## src/design/dws_ram.sv

```systemverilog
`timescale 1ns / 1ps
// ----------------------------------------------------------------------------
// Generic RAM
// One write port and one read port with registered read data.
// ----------------------------------------------------------------------------
module dws_ram #(
    parameter int Width = 8,
    parameter int Depth = 64
) (
    input  logic                     i_clk,
    input  logic                     i_we,
    input  logic [$clog2(Depth)-1:0] i_waddr,
    input  logic [Width-1:0]         i_wdata,
    input  logic [$clog2(Depth)-1:0] i_raddr,
    output logic [Width-1:0]         o_rdata
);
    logic [Width-1:0] r_mem [Depth];

    always_ff @(posedge i_clk) begin
        if (i_we) begin
            r_mem[i_waddr] <= i_wdata;
        end
        o_rdata <= r_mem[i_raddr];
    end
endmodule

```

## config.mk

```make
export PLATFORM = sky130hd
export DESIGN_NAME = dws_ram
export DESIGN_NICKNAME = d
export VERILOG_FILES = /design/src/design/dws_ram.sv
export SDC_FILE = /design/constraint.sdc
export NUM_CORES = 1
export LEC_CHECK = 0
export ABC_CLOCK_PERIOD_IN_PS = 5700
export BUFFER_PORTS_ARGS = -buffer_cell sky130_fd_sc_hd__buf_4
export CAP_MARGIN = 10
export CORE_MARGIN = 2
export CORE_UTILIZATION = 51
export CTS_BUF_LIST = sky130_fd_sc_hd__clkbuf_4
export DETAILED_ROUTE_END_ITERATION = 6
export PLACE_DENSITY_LB_ADDON = 0.1
export SLEW_MARGIN = 20
export SYNTH_ARGS = -nofsm -noshare
export SYNTH_HDL_FRONTEND = slang
export SYNTH_SLANG_ARGS = --single-unit
```

## constraint.sdc

```tcl
create_clock -name i_clk -period 5.7 [get_ports i_clk]
set_clock_uncertainty 0.15 [all_clocks]
set_input_delay 0.285 -clock i_clk [delete_from_list [all_inputs] [get_ports i_clk]]
set_output_delay 0.285 -clock i_clk [all_outputs]
set_load 0.02 [all_outputs]
```

==> flow_summary.json <==
{
  "min_period_ns": 2.57,
  "fin_crit_sh_pct": 45.0,
  "die_area_sq_um": 41200,
  "detail-route-antenna-nets": 0,
  "grt_pass1_vias": 10517,
  "hold_viol": 0,
  "hold_slack_ns": 0.139,
  "overflow": 0,
  "track_usage_pct": 22.9,
  "syn_area_per_cell_sq_um": 21.5,
  "wl_per_cell_um": 27.0,
  "routed.top_layer": "met5",
  "wl_met3_um": 2910,
  "syn-num-nets": 962,
  "final_util_pct": 58.3,
  "synth_top_family_by_area": "multiplexers",
  "layout.cells.non_filler": 1687,
  "layout_setup_ws_ns": 3.13,
  "seqCellArea_sq_um": 15500,
  "gp_congestion": 0.772,
  "synth_compound_gate_area_share_pct": 2.07,
  "antenna_found_initial": 2,
  "dp_cells": 1446,
  "cap_violations": 0,
  "setup_violations": 0,
  "synthFlopType": "edfxtp_1",
  "root_buffer": "clkbuf_4",
  "synth_xor_area_share_pct": 0,
  "dp_hpwl_um": 26300,
  "postSynthCellCount": 940,
  "synthSimpleGateAreaFrac_pct": 3.39,
  "ys_warn_count": 0,
  "syn_area_sq_um": 20200,
  "cts_tree": "done",
  "h-tree-depth": 4,
  "slew_violations": 0,
  "slew_headroom_pct": 24.1,
  "required_ns": 6.19,
  "tns_ns": 0,
  "yosysSeqAreaShare_pct": 77.0,
  "worstSetupPathType": "in2reg",
  "clkSinkCount": 520,
  "worstSetupEndpointType": "register",
  "numPortBuffers": 29,
  "path_clk_slew_ns": 0.06,
  "synth_edf_count": 512,
  "powerDensity_nw_per_um2": 343,
  "ir_drop_mv": 0.159,
  "wirelength_um": 45500,
  "die_h_um": 203,
  "start_kind": "input port",
  "synth.top_cell.area_share_pct": 76.2,
  "coreArea_sq_um": 38800,
  "yosysTopAreaCell": "edfxtp_1",
  "nFillCells": 2933,
  "ctsLongestPathBuffers": 3,
  "stdcell_area_sq_um": 22600,
  "drt_iter0_drc": 727,
  "drive_gt1_share_pct": 33.5,
  "power.total_mw": 7.76,
  "grt_pass1_wl_um": 67200,
  "synth.top_cells.by_area": "edfxtp_1 (76%), mux4_2 (14%), nor2_1 (1.5%)",
  "outcome": "completed",
  "placed_area_sq_um": 20800,
  "drt-met1-wl_um": 19600,
  "multi_input_area_sq_um": 4320,
  "rows": 72,
  "synth_mux_area_share_pct": 15.9,
  "dr_total_vias": 9962,
  "nets": 1102,
  "cts_buffers": 134,
  "fmax_ghz": 0.390,
  "cp_common_cell": "buf_4",
  "synthAdderAreaFrac_pct": 0,
  "wl_met2_um": 22100,
  "rsz0062_at_grt": "false",
  "arrival_ns": 3.06,
  "fp.dieW_um": 203,
  "cp_cell_sequence": "buf_4, buf_4, mux4_2, mux2_2, o221a_2, nor3_1, o32ai_1",
  "crit_fanout": 43,
  "initial_core_util_pct": 51.9,
  "hp-class": "in2reg",
  "dr.pass1.iters": 5,
  "cellLeakagePower_nw": 7.22,
  "grt_max_degree": 66,
  "via_per_inst": 5.91,
  "worstMarginPinSlew_ns": 1.13,
  "async_reset_ff_share_pct": 0,
  "post-route-drc-count": 0,
  "dp_slack_ns": 2.32,
  "cpPeakStageDelay_ns": 0.61,
  "io_pins": 30,
  "slowest_stage": "buf_4",
  "cts_resized": 0,
  "synth.distinct_cells": 40,
  "syn_to_final_growth_pct": 12.2,
  "ys_ff_latch": 520,
  "clkLatencyLatePin_ns": 0.80
}
[flip-flops by register name, indices dropped and copies added (netlist names)]
name,count
o_rdata,8
r_mem,512
[cells by family after synthesis]
family          after synthesis
flops                       520
mux                         162
simple gates                153
compound gates               54
buf+inv                      51
[final timing paths]
kind / depth (start not counted) / slack (ns) / endpoint / start
max: 7 / 3.13 / o_rdata[6] / i_raddr[2]
min: 3 / 0.14 / r_mem[55][7] / i_we
max reg2reg: 4 / 3.26 / o_rdata[1] / r_mem[40][1]
min reg2reg: 3 / 0.65 / o_rdata[4] / r_mem[31][4]
[layout make-up]
class,count,area share (%)
well taps,518,2.86
clock inverters,26,0.796
clock buffers,198,6.57
repair buffers,55,2.03
multi-input cells,369,19.1
diodes,1,0.0111
flip-flops and latches,520,68.7
[synth_stat cells, drive strengths merged (3+ instances only)]
cell	instances
edfxtp	512
mux4	126
nor2	83
buf	34
mux2i	23
nand2	19
clkbuf	17
nor2b	14
mux2	13
nand3	13
dfxtp	8
o221ai	8
o22ai	8
nand2b	7
nor3	7
a221oi	6
a211oi	4
o21ai	4
a21oi	3
a22oi	3
nand3b	3
o2111ai	3
o2bb2ai	3
[worst max-delay path: cells and delay by family]
kind,cells,cell delay [ns]
AOI/OAI and AO/OA,2,0.45
muxes,2,0.72
buffers and inverters,2,1.13
and+or+nand+nor,1,0.45
[per-layer routing]
layer | global-route usage [%] | vias to the layer above
li1 | - | 4296
met1 | 31.6 | 5221
met2 | 36.0 | 365
met3 | 5.44 | 78
met4 | 8.68 | 2
met5 | 0 | -
[where the power goes]
| part | leakage [nW] | total (mW) | switching [mW] | internal, mW |
|---|---|---|---|---|
| sequential | 4.67 | 4.25 | 0.0139 | 4.23 |
| combinational | 1.54 | 0.397 | 0.245 | 0.152 |
| clock | 1.02 | 3.12 | 1.41 | 1.71 |
[what timing repair did]
item                                   in CTS  in global routing
endpoints found under the hold margin     584                  0
setup buffers                               0                  0
setup endpoints to repair                   0                  0
hold buffers                               16                  0
[cell usage in the layout, fill, tap and decap left out, drive strengths merged, types with 4 or more instances in the layout]
| cell type | synthesis | layout |
|---|---|---|
| nor2 | 83 | 83 |
| mux4 | 126 | 126 |
| a211oi | 4 | 4 |
| o22ai | 8 | 8 |
| o221ai | 8 | 8 |
| nand2 | 19 | 19 |
| inv | 0 | 7 |
| nand3 | 13 | 13 |
| buf | 34 | 38 |
| o21ai | 4 | 4 |
| nand2b | 7 | 7 |
| clkinv | 0 | 16 |
| clkbuf | 17 | 199 |
| nor3 | 7 | 7 |
| dfxtp | 8 | 8 |
| edfxtp | 512 | 512 |
| mux2i | 23 | 23 |
| dlygate4sd3 | 0 | 16 |
| a221oi | 6 | 6 |
| nor2b | 14 | 14 |
| mux2 | 13 | 13 |
(Power assumes the default switching activity.)
